===== config.mk =====
export PLATFORM = sky130hd
export DESIGN_NAME = source_text_tokenizer_core
export DESIGN_NICKNAME = d
export VERILOG_FILES = /design/src/rtl/core/stt_pkg.sv /design/src/rtl/core/source_text_tokenizer_core.sv
export VERILOG_INCLUDE_DIRS = /design/src /design/src/rtl/core
export SDC_FILE = /design/constraint.sdc
export NUM_CORES = 1
export LEC_CHECK = 0
export ABC_AREA = 1
export ABC_CLOCK_PERIOD_IN_PS = 8240
export BUFFER_PORTS_ARGS = -buffer_cell sky130_fd_sc_hd__buf_2
export CAP_MARGIN = 40
export CORE_UTILIZATION = 46
export DETAILED_ROUTE_END_ITERATION = 8
export GPL_ROUTABILITY_DRIVEN = 1
export PLACE_DENSITY = 0.75
export SLEW_MARGIN = 10
export SYNTH_ARGS = -nofsm -noshare
export SYNTH_HDL_FRONTEND = slang
export SYNTH_SLANG_ARGS = --single-unit

===== constraint.sdc =====
create_clock -name clock -period 8.24 [get_ports clock]
set_input_delay 1.236 -clock clock [delete_from_list [all_inputs] [get_ports clock]]
set_output_delay 1.236 -clock clock [all_outputs]
set_load 0.01 [all_outputs]

===== src/rtl/core/source_text_tokenizer_core_assert.svh =====
// assertion macros for the tokenizer rtl
`ifndef SOURCE_TEXT_TOKENIZER_CORE_ASSERT_SVH
`define SOURCE_TEXT_TOKENIZER_CORE_ASSERT_SVH

`ifndef SYNTHESIS

// same-cycle implication, checked on every clock outside reset
`define STT_ASSERT_IMP(lbl, ante, cons) \
   lbl: assert property (@(posedge clock) disable iff (reset) (ante) |-> (cons)) \
      else $error("tokenizer check failed");

// next-cycle implication
`define STT_ASSERT_NXT(lbl, ante, cons) \
   lbl: assert property (@(posedge clock) disable iff (reset) (ante) |=> (cons)) \
      else $error("tokenizer check failed");

`else

`define STT_ASSERT_IMP(lbl, ante, cons)
`define STT_ASSERT_NXT(lbl, ante, cons)

`endif

`endif


===== src/rtl/core/stt_pkg.sv =====
package stt_pkg;

   typedef struct packed {
      logic [7:0] src_byte;
      logic       end_of_source;
   } stt_req_type;

   typedef struct packed {
      logic [7:0] tok_byte;
      logic       token_start;
      logic       token_end;
      logic [1:0] token_kind;
      logic       unterminated;
      logic       last_of_run;
   } stt_rsp_type;

   // token kinds
   localparam logic [1:0] KIND_STRING = 2'd0;
   localparam logic [1:0] KIND_PAIR   = 2'd1;
   localparam logic [1:0] KIND_PUNCT  = 2'd2;
   localparam logic [1:0] KIND_WORD   = 2'd3;

   // lexer modes
   localparam logic [1:0] MODE_IDLE = 2'd0;
   localparam logic [1:0] MODE_STR  = 2'd1;
   localparam logic [1:0] MODE_WORD = 2'd2;
   localparam logic [1:0] MODE_PEND = 2'd3;

   localparam logic [7:0] CH_QUOTE = 8'h22;
   localparam logic [7:0] CH_BANG  = 8'h21;
   localparam logic [7:0] CH_AMP   = 8'h26;
   localparam logic [7:0] CH_PLUS  = 8'h2B;
   localparam logic [7:0] CH_MINUS = 8'h2D;
   localparam logic [7:0] CH_LT    = 8'h3C;
   localparam logic [7:0] CH_EQ    = 8'h3D;
   localparam logic [7:0] CH_GT    = 8'h3E;
   localparam logic [7:0] CH_BAR   = 8'h7C;

   function automatic logic is_ws(input logic [7:0] c);
      return (c == 8'h20) || (c >= 8'h09 && c <= 8'h0D);
   endfunction

   // + - * / ( ) { } [ ] ; , < > = !
   function automatic logic is_punct(input logic [7:0] c);
      return c inside {CH_PLUS, CH_MINUS, 8'h2A, 8'h2F, 8'h28, 8'h29, 8'h7B, 8'h7D,
                       8'h5B, 8'h5D, 8'h3B, 8'h2C, CH_LT, CH_GT, CH_EQ, CH_BANG};
   endfunction

   function automatic logic is_pair_first(input logic [7:0] c);
      return c inside {CH_EQ, CH_BANG, CH_LT, CH_GT, CH_AMP, CH_BAR, CH_PLUS, CH_MINUS};
   endfunction

   function automatic logic pair_forms(input logic [7:0] a, input logic [7:0] b);
      logic doubled;
      logic cmp;
      doubled = (a == b) && (a inside {CH_EQ, CH_AMP, CH_BAR, CH_PLUS, CH_MINUS});
      cmp     = (b == CH_EQ) && (a inside {CH_BANG, CH_LT, CH_GT});
      return doubled || cmp;
   endfunction

   function automatic stt_rsp_type mk_rsp(input logic [7:0] b, input logic s,
                                          input logic e, input logic [1:0] k,
                                          input logic u);
      stt_rsp_type r;
      r.tok_byte     = b;
      r.token_start  = s;
      r.token_end    = e;
      r.token_kind   = k;
      r.unterminated = u;
      r.last_of_run  = 1'b0;
      return r;
   endfunction

endpackage


===== src/rtl/core/source_text_tokenizer_core.sv =====
// channel   dir   ports                               payload
// request   in    req_valid, req_ready, req_data      stt_req_type: one source byte
// response  out   rsp_valid, rsp_ready, rsp_data      stt_rsp_type: one token byte
//
// one request per cycle while req_ready is high; each request yields zero, one or two responses
// a request that yields two responses writes both into the queue together
// responses sit in a three-slot shift queue; req_ready holds while at least two slots are free
// synchronous reset clears mode and queue count; nothing is held after reset
// a stalled response side fills the queue and then holds off requests
module source_text_tokenizer_core (
   input  logic                 clock,
   input  logic                 reset,
   input  logic                 req_valid,
   output logic                 req_ready,
   input  stt_pkg::stt_req_type req_data,
   output logic                 rsp_valid,
   input  logic                 rsp_ready,
   output stt_pkg::stt_rsp_type rsp_data
);
   import stt_pkg::*;

   `include "source_text_tokenizer_core_assert.svh"

   logic [1:0]  mode_ff, mode_in;
   logic [7:0]  held_byte_ff, held_byte_in;
   logic        held_start_ff, held_start_in;

   stt_rsp_type q_ff [3];
   stt_rsp_type q_in [3];
   stt_rsp_type q_sh [3];
   logic [1:0]  count_ff, count_in;

   logic        accept, pop;
   logic [1:0]  avail, push_n;

   logic [7:0]  c;
   logic        eos;

   // outcome of the byte seen from between tokens
   logic        idle_emit, idle_hold;
   logic [1:0]  idle_mode;
   stt_rsp_type idle_res;

   logic        lead_valid, use_idle;
   stt_rsp_type lead_res;
   stt_rsp_type r0, r1;
   logic [1:0]  n;
   logic        word_start;

   assign c   = req_data.src_byte;
   assign eos = req_data.end_of_source;

   assign pop       = rsp_valid && rsp_ready;
   assign avail     = count_ff - {1'b0, pop};
   assign req_ready = (avail < 2'd2);
   assign accept    = req_valid && req_ready;
   assign push_n    = accept ? n : 2'd0;

   assign rsp_valid = (count_ff != 2'd0);
   assign rsp_data  = q_ff[0];

   always_comb begin
      idle_emit = 1'b0;
      idle_hold = 1'b0;
      idle_mode = MODE_IDLE;
      idle_res  = mk_rsp(c, 1'b1, 1'b1, KIND_WORD, 1'b0);
      if (is_ws(c)) begin
         idle_emit = 1'b0;
      end else if (c == CH_QUOTE) begin
         idle_emit = 1'b1;
         idle_res  = mk_rsp(c, 1'b1, eos, KIND_STRING, eos);
         idle_mode = eos ? MODE_IDLE : MODE_STR;
      end else if (is_pair_first(c)) begin
         // lone & and | fall back to word bytes
         idle_res  = mk_rsp(c, 1'b1, 1'b1, is_punct(c) ? KIND_PUNCT : KIND_WORD, 1'b0);
         idle_emit = eos;
         idle_hold = !eos;
         idle_mode = eos ? MODE_IDLE : MODE_PEND;
      end else if (is_punct(c)) begin
         idle_emit = 1'b1;
         idle_res  = mk_rsp(c, 1'b1, 1'b1, KIND_PUNCT, 1'b0);
      end else begin
         idle_emit = eos;
         idle_hold = !eos;
         idle_mode = eos ? MODE_IDLE : MODE_WORD;
      end
   end

   always_comb begin
      n             = 2'd0;
      r0            = idle_res;
      r1            = idle_res;
      lead_valid    = 1'b0;
      lead_res      = idle_res;
      use_idle      = 1'b0;
      mode_in       = mode_ff;
      held_byte_in  = held_byte_ff;
      held_start_in = held_start_ff;
      word_start    = (mode_ff == MODE_PEND) ? 1'b1 : held_start_ff;

      unique case (mode_ff) inside
         MODE_IDLE: begin
            use_idle = 1'b1;
         end
         MODE_STR: begin
            n       = 2'd1;
            r0      = mk_rsp(c, 1'b0, (c == CH_QUOTE) || eos, KIND_STRING,
                             (c != CH_QUOTE) && eos);
            mode_in = ((c == CH_QUOTE) || eos) ? MODE_IDLE : MODE_STR;
         end
         MODE_WORD, MODE_PEND: begin
            if (mode_ff == MODE_PEND && pair_forms(held_byte_ff, c)) begin
               n       = 2'd2;
               r0      = mk_rsp(held_byte_ff, 1'b1, 1'b0, KIND_PAIR, 1'b0);
               r1      = mk_rsp(c, 1'b0, 1'b1, KIND_PAIR, 1'b0);
               mode_in = MODE_IDLE;
            end else if (mode_ff == MODE_PEND && is_punct(held_byte_ff)) begin
               lead_valid = 1'b1;
               lead_res   = mk_rsp(held_byte_ff, 1'b1, 1'b1, KIND_PUNCT, 1'b0);
               use_idle   = 1'b1;
            end else if (is_ws(c)) begin
               n       = 2'd1;
               r0      = mk_rsp(held_byte_ff, word_start, 1'b1, KIND_WORD, 1'b0);
               mode_in = MODE_IDLE;
            end else if (c == CH_QUOTE || is_punct(c)) begin
               lead_valid = 1'b1;
               lead_res   = mk_rsp(held_byte_ff, word_start, 1'b1, KIND_WORD, 1'b0);
               use_idle   = 1'b1;
            end else begin
               // word continues: the held byte goes out, the new one is held, or goes out too at end of source
               r0 = mk_rsp(held_byte_ff, word_start, 1'b0, KIND_WORD, 1'b0);
               r1 = mk_rsp(c, 1'b0, 1'b1, KIND_WORD, 1'b0);
               if (eos) begin
                  n       = 2'd2;
                  mode_in = MODE_IDLE;
               end else begin
                  n             = 2'd1;
                  mode_in       = MODE_WORD;
                  held_byte_in  = c;
                  held_start_in = 1'b0;
               end
            end
         end
         default: begin
            use_idle = 1'b1;
         end
      endcase

      if (use_idle) begin
         mode_in = idle_mode;
         if (idle_hold) begin
            held_byte_in  = c;
            held_start_in = 1'b1;
         end
         if (lead_valid) begin
            r0 = lead_res;
            r1 = idle_res;
            n  = idle_emit ? 2'd2 : 2'd1;
         end else begin
            r0 = idle_res;
            n  = idle_emit ? 2'd1 : 2'd0;
         end
      end

      if (eos) begin
         mode_in = MODE_IDLE;
      end

      r0.last_of_run = (n == 2'd1);
      r1.last_of_run = 1'b1;
   end

   // shift queue: head always in slot 0, new responses appended after survivors
   always_comb begin
      q_sh[0] = pop ? q_ff[1] : q_ff[0];
      q_sh[1] = pop ? q_ff[2] : q_ff[1];
      q_sh[2] = q_ff[2];
      for (int i = 0; i < 3; i++) begin
         q_in[i] = q_sh[i];
         if (accept && n != 2'd0 && avail == 2'(i)) begin
            q_in[i] = r0;
         end
         if (accept && n == 2'd2 && (avail + 2'd1) == 2'(i)) begin
            q_in[i] = r1;
         end
      end
      count_in = avail + push_n;
   end

   always_ff @(posedge clock) begin
      if (reset) begin
         mode_ff  <= MODE_IDLE;
         count_ff <= 2'd0;
      end else begin
         count_ff <= count_in;
         if (accept) begin
            mode_ff <= mode_in;
         end
      end
   end

   always_ff @(posedge clock) begin
      for (int i = 0; i < 3; i++) begin
         q_ff[i] <= q_in[i];
      end
      if (accept) begin
         held_byte_ff  <= held_byte_in;
         held_start_ff <= held_start_in;
      end
   end

   `STT_ASSERT_NXT(a_eos_to_idle, accept && eos, mode_ff == MODE_IDLE)
   `STT_ASSERT_IMP(a_run_tail_queued, rsp_valid && !q_ff[0].last_of_run, count_ff >= 2'd2)
   `STT_ASSERT_IMP(a_unterm_string, rsp_valid && rsp_data.unterminated,
                   rsp_data.token_end && rsp_data.token_kind == KIND_STRING)
   `STT_ASSERT_IMP(a_no_overflow, accept, ({1'b0, avail} + {1'b0, n}) <= 3'd3)

endmodule

Word-level counts from Yosys, hierarchy flattened:

Memory sizes are Yosys's and may differ from the RTL's.
Cells that the tools add are included.

* $add $sub $neg: 3
* $lt $le $gt $ge: 3
* eq/ne operators: 51
* multiplexer cells: 86
* reductions and logical operators: 33

Operator list (count)
* $mux W14: 19
* $eq A8 B6 Y1 const B: 28
* $eq A8 B7 Y1 const B: 10
* $mux W8: 8
* $mux W6: 7
* $mux W2: 19
* $reduce_bool A16 Y1: 2
* $pmux W14 S2: 1
* $mux W1: 25
* $logic_and A1 B1 Y1: 16
* $eq A2 B2 Y1 const B: 5
* $mux W5: 2
* $eq A2 B1 Y1 const B: 4
* $eq A8 B8 Y1: 1
* $ge A8 B4 Y1 const B: 1
* $le A8 B4 Y1 const B: 1
* $ne A8 B6 Y1 const B: 1
* $pmux W2 S2: 2
* $reduce_bool A8 Y1: 1
* $mux W3: 2
* $ne A6 B6 Y1 const B: 1
* $ne A5 B5 Y1 const B: 1
* $reduce_bool A5 Y1: 1
* $logic_not A2 Y1: 2
* other kinds (12): 16

* register bits after elaboration: 13
* RAM bits: 42
* input bits: 13
* output and inout port bits: 16
* word-level logic and storage cells: 181
* memories: 1

Memory list
* q_ff: words 3, bits a word 14, rd ports 3, clocked after Yosys merged registers in 0, write ports 3, line source_text_tokenizer_core.sv:28 `stt_rsp_type q_ff [3];`

Longest topological paths before layout:

Gate-level depths: netlist of run 1.

* depth in word-level cells: 15
* mapped depth: 23
* gate-level depth less buffers: 21

Worst setup path before layout of run 1:

No wires, ideal clock.

* path type: input port to flip-flop
* start: input port req_data[3] (netlist name)
* end: memory q_ff[0][15] (netlist name), enable pin
* setup time: 0.367 ns
* arrival: 3.788 ns
* data required time: 7.873 ns
* path slack: 4.085 ns
* cell stages on the path: 17
* buffers on the path: 3
* cell sequence: buf_2 nand2_2 inv_1 nand4_1 o21bai_1 nand2_1 nand2_2 buf_2 nand3_1 inv_1 ha_1 inv_1 nand3_1 a21oi_2 nand2_2 buf_6 nand3_1

RTL lines
* start, declared: line source_text_tokenizer_core.sv:15 `input stt_pkg::stt_req_type req_data,`
* end, declared: line source_text_tokenizer_core.sv:28

==> summary.md, run 1 <==
| Metric | Value |
|---|---|
| Outcome | completed |
| Portion of the post-synthesis area used by sequential elements | 38.9% |
| CP Launch Type | input pin |
| Initial core utilization | 48.5% |
| Total GRT Usage | 22.5% |
| CTS-repair resized insts | 0 |
| # setup viols final | 0 |
| Vias per Instance | 5.38 |
| Largest vdd supply drop | 0.000124 V |
| Final global-route overflow total | 0 |
| Placeable core region | 8380 um^2 |
| H-tree level count | 2 |
| Post-route clock skew | 12.6 ps |
| Slew Limit Fails | 0 |
| Sum of negative setup slack | 0 ps |
| Clock insertion delay at the later pin of the skew report | 320 ps |
| Gate Count Post-Synth | 582 |
| DRC violation count after routing | 0 |
| Total chip power | 0.00123 W |
| Most repeated library cell on the critical path | sky130_fd_sc_hd__nand2_1 |
| Vias in the first global route | 3,297 |
| Number of different library cells in the post-synthesis netlist | 41 |
| Pin count of the biggest net entering global routing | 31 |
| Setup repair after global routing missed its margin | false |
| Initial antenna violation count | 0 |
| Total buffers and inverters traversed by the critical path | 4 |
| Hold buffer count at CTS | 0 |
| Max Fclk | 204 MHz |
| Final hold viol count | 0 |
| Post-route setup slack | 3330 ps |
| Area leader, netlist | sky130_fd_sc_hd__edfxtp_1 |
| Period utilization | 59.6% |
| Syn avg cell area | 6.98 um^2 |
| YS warnings | 0 |
| Share of the core filled with cells in the final layout | 50.3% |
| Count of flip-flops with a built-in enable after synthesis | 48 |
| Die width | 96.0 um |
| CTS Buffer Depth | 2 |
| Via count | 3,678 |
| CTS Root Cell | sky130_fd_sc_hd__clkbuf_8 |
| CP max stage cell | sky130_fd_sc_hd__a21oi_2 |
| Power density cells | 293 nW/um^2 |
| Detailed-route wire length | 9640 um |
| P&R area growth vs syn | 3.76% |
| Largest driver fanout on the critical path | 23 |
| Final HPWL from detailed placement | 7270 um |
| Wire length of the first global-routing pass | 15,900 um |
| Number of buffers created by CTS | 5 |
| Detailed router's first-iteration violation count | 409 |
| Drt wl/cell | 14.1 um |
| TritonCTS clock tree | built |
| Post-synth ARST share | 0% |
| Crit path time final | 4910 ps |
| GP Congestion | 1.03 |
| Crit path largest cell delay | 590 ps |
| Number of placed I/O pins | 29 |
| Leakage power summed over all cells | 2.07 nW |
| Count of state elements after synthesis | 55 |
| Number of detailed-route iterations in the first pass | 5 |
| Worst path required time | 8200 ps |
| Least-Margin Pin Slew | 856 ps |
| Sinks on the clock net | 55 |
| Post-placement setup slack | 3090 ps |
| Placed cell areas | 4100 um^2 |
| Number of inserted diodes | 0 |
| Critical Path End Type | flop |
| Count of buffers added by post-CTS timing repair for setup | 0 |
| Worst endpoint data arrival time | 4870 ps |
| Remaining antenna violation count after routing | 0 |
| Cell types with the largest area share after synthesis | sky130_fd_sc_hd__edfxtp_1 (35%), sky130_fd_sc_hd__nand2_1 (18%), sky130_fd_sc_hd__nand3_1 (7.4%), sky130_fd_sc_hd__inv_1 (5.8%), sky130_fd_sc_hd__o21ai_0 (4.1%) |
| Path category of the worst min-delay check | reg2reg |
| Clock edge transition at the registers on the reported setup and hold paths | 110 ps |
| Area enclosed by the die boundary | 9210 um^2 |
| Final design area excluding fillers | 4210 um^2 |
| Ratio of cells with drive above 1 in the final layout | 13.5% |
| Category of the critical setup timing path | in2reg |
| Flip-flop cell with the highest count after synthesis | sky130_fd_sc_hd__edfxtp_1 |
| Number of nets at the end of the flow | 594 |
| Num rows | 33 |
| Synthesized Nets | 598 |
| Worst slew margin relative to its limit | 42.8% |
| Cell area after synthesis | 4060 um^2 |
| Cells along the critical path | buf_2, inv_1, nand2_1, nand2_1, nor2_1, nand2_1, nor2_1, nand2_1, nand2_1, nand2_2, nand3_1, inv_1, ha_1, inv_1, nand3_1, a21oi_2, nand2_2, nand3_1 |
| Die height | 96.0 um |
| Number of max-cap violations | 0 |
| Dominant delay contributor by cell family on the critical path | simple AND/OR/NAND/NOR gates |
| Area fraction of the dominant cell type after synthesis | 35.5% |
| Buffers added on ports | 28 |
| Number of filler cells placed in the layout | 846 |
stage by stage:
stage | hold WS (ps) | std cells
after floorplan | 396 | 582
after global placement | 408 | 676
after detailed placement | 413 | 676
after CTS | 440 | 684
after global routing | 462 | 684
final | 438 | 684
cells by family after synthesis:
| kind of cell | count (synthesis) | synth area share [%] |
|---|---|---|
| simple gates | 348 | 38.7 |
| buf+inv | 117 | 13.1 |
| compound gates | 57 | 7.95 |
| flops | 55 | 38.9 |
| fa+ha+maj | 3 | 0.924 |
| xor+xnor | 2 | 0.431 |
layout by cell type (no fill, tap or decap), drive strengths merged:
cell / n
nand2: 202
o21bai: 1
clkinvlp: 1
clkbuf: 5
nand4: 20
xnor2: 1
buf: 29
xor2: 1
nand3: 66
or4: 1
nor3: 5
o211ai: 1
ha: 3
dfxtp: 7
nor4: 1
nand3b: 1
o31ai: 1
a21oi: 11
inv: 76
o21ai: 42
bufinv: 1
nor2: 50
o2111ai: 1
or2: 2
clkinv: 2
edfxtp: 48
worst paths after layout:
check	start	endpoint	slack, ps	cells after the start
setup / recovery	req_data[5]	q_ff[0][25]	3330	18
hold / removal	q_ff[0][28]	q_ff[0][28]	440	2
setup reg to reg	held_byte_ff[1]	q_ff[0][25]	3870	17
hold reg to reg	q_ff[0][28]	q_ff[0][28]	440	2
layout make-up:
cell class | count | area, um^2 | area share [%]
Multi-Input combinational cell | 410 | 1950 | 46.3
Clock inverter | 3 | 46.3 | 1.10
Clock buffer | 5 | 68.8 | 1.63
Sequential cell | 55 | 1580 | 37.5
Timing Repair Buffer | 29 | 148 | 3.50
Inverter | 77 | 289 | 6.86
Tap cell | 105 | 131 | 3.12
per-layer routing:
metal	vias up	global-route usage, %	wire length (um)
met5	-	0	0
met2	138	36.1	4420
met3	12	3.16	641
li1	1860	-	-
met1	1668	31.3	4440
met4	0	7.21	137
state kept, by name, summed over array words and instances, names as in the netlist:
name / count
held_byte_ff: 8
held_start_ff: 1
count_ff: 2
q_ff: 42
mode_ff: 2
synthesized netlist by cell type (2+ instances only):
master	count
sky130_fd_sc_hd__ha_1	3
sky130_fd_sc_hd__nand2_2	6
sky130_fd_sc_hd__buf_2	16
sky130_fd_sc_hd__o21ai_1	8
sky130_fd_sc_hd__buf_1	2
sky130_fd_sc_hd__nand4_1	19
sky130_fd_sc_hd__nand2_1	193
sky130_fd_sc_hd__clkinv_1	2
sky130_fd_sc_hd__nor3_1	4
sky130_fd_sc_hd__nand3_1	60
sky130_fd_sc_hd__nand2_4	3
sky130_fd_sc_hd__inv_2	12
sky130_fd_sc_hd__buf_4	15
sky130_fd_sc_hd__nand3_2	5
sky130_fd_sc_hd__nor2_1	42
sky130_fd_sc_hd__buf_6	2
sky130_fd_sc_hd__inv_1	63
sky130_fd_sc_hd__nor2_2	7
sky130_fd_sc_hd__dfxtp_1	7
sky130_fd_sc_hd__edfxtp_1	48
sky130_fd_sc_hd__a21oi_1	9
sky130_fd_sc_hd__clkbuf_1	5
sky130_fd_sc_hd__o21ai_0	33
where the power goes:
part	internal, W	switching, W	total [W]	leakage (nW)
Clock	0.0000918	0.0000991	0.000191	0.0548
Combinational	0.000166	0.000380	0.000546	1.49
Sequential	0.000437	0.0000589	0.000496	0.530
worst register-to-register path, cell delays in order, from the launching register on:
cell                       delay (ps)
sky130_fd_sc_hd__edfxtp_1         560
sky130_fd_sc_hd__nand2_1          160
sky130_fd_sc_hd__inv_1             50
sky130_fd_sc_hd__nand2_1          120
sky130_fd_sc_hd__nand3_1          100
sky130_fd_sc_hd__nand2_1           70
sky130_fd_sc_hd__nand2_1           50
sky130_fd_sc_hd__nand2_1           50
sky130_fd_sc_hd__nand2_1           70
sky130_fd_sc_hd__nand2_2          370
sky130_fd_sc_hd__nand3_1          390
sky130_fd_sc_hd__inv_1            140
sky130_fd_sc_hd__ha_1             240
sky130_fd_sc_hd__inv_1             90
sky130_fd_sc_hd__nand3_1          120
sky130_fd_sc_hd__a21oi_2          590
sky130_fd_sc_hd__nand2_2          330
sky130_fd_sc_hd__nand3_1          510
Power figures use the tool's default switching activity.
==> inputs of run 2 (changes only) <==
Settings changed: ABC_AREA 1 to 0, ABC_CLOCK_PERIOD_IN_PS 8240 to 4600.
Clock period 8.24 ns to 4.6 ns, I/O delays scaled along.
==> run 2 against run 1 <==
  * Power increased by 58%
  * Global-route usage decreased by 2.5 points
  * Synthesized cell count fell by 38%
  * Cell area is 4.2% lower
  * Routed wire length fell by 15%
  * Sequential share of layout area is 1.7 points higher
  * Critical path depth fell by 8
  * Flip-flop and latch count unchanged
  * Critical path type is now reg2reg
  * Highest routed layer unchanged
  * Combinational power is 34% higher
  * Count of clock-buffer cells in the layout stayed put
  * First-iteration DRC count fell by 47%
  * Clock skew shrank 8.2 ps
==> summary.md, run 2 <==
| Metric | Value |
|---|---|
| Count of state elements after synthesis | 55 |
| Compound-gate portion of the synthesized area | 18.8% |
| Total GRT Usage | 20.0% |
| Slew Limit Fails | 0 |
| Adder and majority gate portion of the synthesized area | 0.955% |
| Post-placement setup slack | 370 ps |
| Setup repair after global routing missed its margin | false |
| Least-Margin Pin Slew | 775 ps |
| Number of flip-flops under the largest register name | 42 |
| CP max stage cell | sky130_fd_sc_hd__edfxtp_1 |
| CTS Buffer Depth | 2 |
| Crit path largest cell delay | 630 ps |
| Number of different library cells in the post-synthesis netlist | 76 |
| Clock insertion delay at the later pin of the skew report | 310 ps |
| Area leader, netlist | sky130_fd_sc_hd__edfxtp_1 |
| CTS Root Cell | sky130_fd_sc_hd__clkbuf_8 |
| Post-synth ARST share | 0% |
| Clock edge transition at the registers on the reported setup and hold paths | 100 ps |
| Sinks on the clock net | 55 |
| Area fraction of the dominant cell type after synthesis | 36.7% |
| Vias per Instance | 5.95 |
| Gate Count Post-Synth | 362 |
| Number of buffers created by CTS | 5 |
| TritonCTS clock tree | built |
| Portion of the post-synthesis area used by sequential elements | 40.2% |
| Number of filler cells placed in the layout | 783 |
| Post-route clock skew | 4.46 ps |
| Path category of the worst min-delay check | reg2reg |
| H-tree level count | 2 |
| Number of max-cap violations | 0 |
| Detailed-route wire length | 8220 um |
| P&R area growth vs syn | 2.67% |
| Leakage power summed over all cells | 1.52 nW |
| Ratio of cells with drive above 1 in the final layout | 22.9% |
| Syn avg cell area | 10.9 um^2 |
| Multiplexer share of the synthesized area | 8.66% |
| Cells along the critical path | xor2_1, nor4_1, o311ai_4, a21oi_4, nor3_1, ha_1, or2_2, a311oi_1, a21o_1, nand2_1 |
| Worst hold slack across all endpoints | 459 ps |
| Die height | 94.4 um |
| Dominant delay contributor by cell family on the critical path | simple AND/OR/NAND/NOR gates |
| Num rows | 33 |
| Largest driver fanout on the critical path | 13 |
| Critical Path End Type | flop |
| Number of nets at the end of the flow | 386 |
| Category of the critical setup timing path | reg2reg |
| Cell area after synthesis | 3930 um^2 |
| Final design area excluding fillers | 4040 um^2 |
| Placed cell areas | 3920 um^2 |
| Final global-route overflow total | 0 |
| Period utilization | 90.2% |
| Pin count of the biggest net entering global routing | 19 |
| Initial antenna violation count | 0 |
| Final hold viol count | 0 |
| Number of placed I/O pins | 29 |
| Power density cells | 483 nW/um^2 |
| CP Launch Type | flop |
| Total buffers and inverters traversed by the critical path | 0 |
| Synth top cells by count | sky130_fd_sc_hd__edfxtp_1 (48), sky130_fd_sc_hd__nand2_1 (27), sky130_fd_sc_hd__nor2_1 (26), sky130_fd_sc_hd__mux2i_1 (19), sky130_fd_sc_hd__inv_1 (18) |
| Count of buffers added by post-CTS timing repair for setup | 0 |
| Wire length of the first global-routing pass | 13,900 um |
| Buffers added on ports | 28 |
| CTS-repair resized insts | 0 |
| Vias in the first global route | 2,762 |
| Largest register by flop count | q_ff |
| Placeable core region | 8260 um^2 |
| Initial core utilization | 47.6% |
| Die width | 94.4 um |
| Hold buffer count at CTS | 0 |
| Final HPWL from detailed placement | 6220 um |
| Top flop regs | q_ff (42), held_byte_ff (8) |
| DRC violation count after routing | 0 |
| Worst path required time | 4570 ps |
| Most frequent standard cell in the layout excluding fill and tap cells | sky130_fd_sc_hd__edfxtp_1 |
| Remaining antenna violation count after routing | 0 |
| Post-synthesis simple-gate area fraction | 16.6% |
| Number of inserted diodes | 0 |
| Count of flip-flops with a built-in enable after synthesis | 48 |
| Top library cells by usage in the layout, fill and taps aside | sky130_fd_sc_hd__edfxtp_1 (48), sky130_fd_sc_hd__buf_2 (28), sky130_fd_sc_hd__nand2_1 (27) |
| Largest vdd supply drop | 0.000182 V |
| Outcome | completed |
| Worst slew margin relative to its limit | 47.6% |
| Total chip power | 0.00195 W |
| Synthesized Nets | 378 |
| # setup viols final | 0 |
| Most frequent cell after synthesis | sky130_fd_sc_hd__edfxtp_1 |
| Sum of negative setup slack | 0 ps |
| Area enclosed by the die boundary | 8920 um^2 |
| Via count | 2,832 |
| Crit path time final | 4150 ps |
| Cell types with the largest area share after synthesis | sky130_fd_sc_hd__edfxtp_1 (37%), sky130_fd_sc_hd__mux2i_1 (4.8%), sky130_fd_sc_hd__dfxtp_1 (3.6%), sky130_fd_sc_hd__clkbuf_8 (3.5%), sky130_fd_sc_hd__buf_4 (2.9%) |
| Worst endpoint data arrival time | 4120 ps |
| YS warnings | 0 |
| Max Fclk | 241 MHz |
| Drt wl/cell | 17.3 um |
| GP Congestion | 0.968 |
| Flip-flop cell with the highest count after synthesis | sky130_fd_sc_hd__edfxtp_1 |
| Detailed router's first-iteration violation count | 216 |
| Number of detailed-route iterations in the first pass | 4 |
| Post-route setup slack | 453 ps |
| Parity-gate share of the synthesized area counting xor and xnor cells | 3.34% |
| Largest family of logic cells by synthesized area | compound AO/OA/AOI/OAI gates |
==> run 2: cell types whose count changed after synthesis, moves of 10 or more <==
cell,delta
sky130_fd_sc_hd__nand2_1,-166
sky130_fd_sc_hd__nand3_1,-54
sky130_fd_sc_hd__inv_1,-45
sky130_fd_sc_hd__mux2i_1,+19
sky130_fd_sc_hd__o21ai_0,-19
sky130_fd_sc_hd__nand4_1,-16
sky130_fd_sc_hd__nor2_1,-16
sky130_fd_sc_hd__buf_2,-12
sky130_fd_sc_hd__inv_2,-12
sky130_fd_sc_hd__clkbuf_8,+10
sky130_fd_sc_hd__xor2_1,+10
==> run 2: where the power goes <==
part	switching (W)	total (W)	internal [W]
clock	0.000169	0.000333	0.000164
combinational	0.000421	0.000732	0.000311
sequential	0.000113	0.000886	0.000773
total	0.000703	0.00195	0.00125
==> run 2: final cells by class <==
type,instances,area [um^2],area share [%]
flip-flops and latches,55,1580,39.2
multi-input cells,248,1900,47.0
clock buffers,5,68.8,1.71
repair buffers,41,238,5.89
well taps,105,131,3.26
clock inverters,3,46.3,1.15
inverters,19,71.3,1.77
==> run 2: final timing paths <==
kind,start,to,slack (ps),cells past startpoint
max,held_byte_ff[3],q_ff[0][1],450,10
min,q_ff[0][28],q_ff[0][28],460,1
max reg2reg,held_byte_ff[3],q_ff[0][1],450,10
min reg2reg,q_ff[0][28],q_ff[0][28],460,1
==> run 2: cells by family (layout without fill, tap and decap cells) <==
group | Yosys count | in the layout
simple gates | 114 | 114
mux | 30 | 30
compound gates | 86 | 86
fa+ha+maj | 3 | 3
flops | 55 | 55
xor+xnor | 15 | 15
buf+inv | 59 | 68
==> run 2: through the flow <==
| step | utilization (%) | std cells |
|---|---|---|
| after floorplan | - | 362 |
| after global placement | 47.5 | 468 |
| after detailed placement | 47.5 | 468 |
| after CTS | 48.9 | 476 |
| after global routing | 48.9 | 476 |
| final | 48.9 | 476 |
==> run 2: routing by layer <==
metal | share of wire [%] | GRT usage (%)
met4 | 1.9 | 7.44
met2 | 47 | 32.4
met5 | 0 | 0
met3 | 5.6 | 2.58
met1 | 45 | 27.3
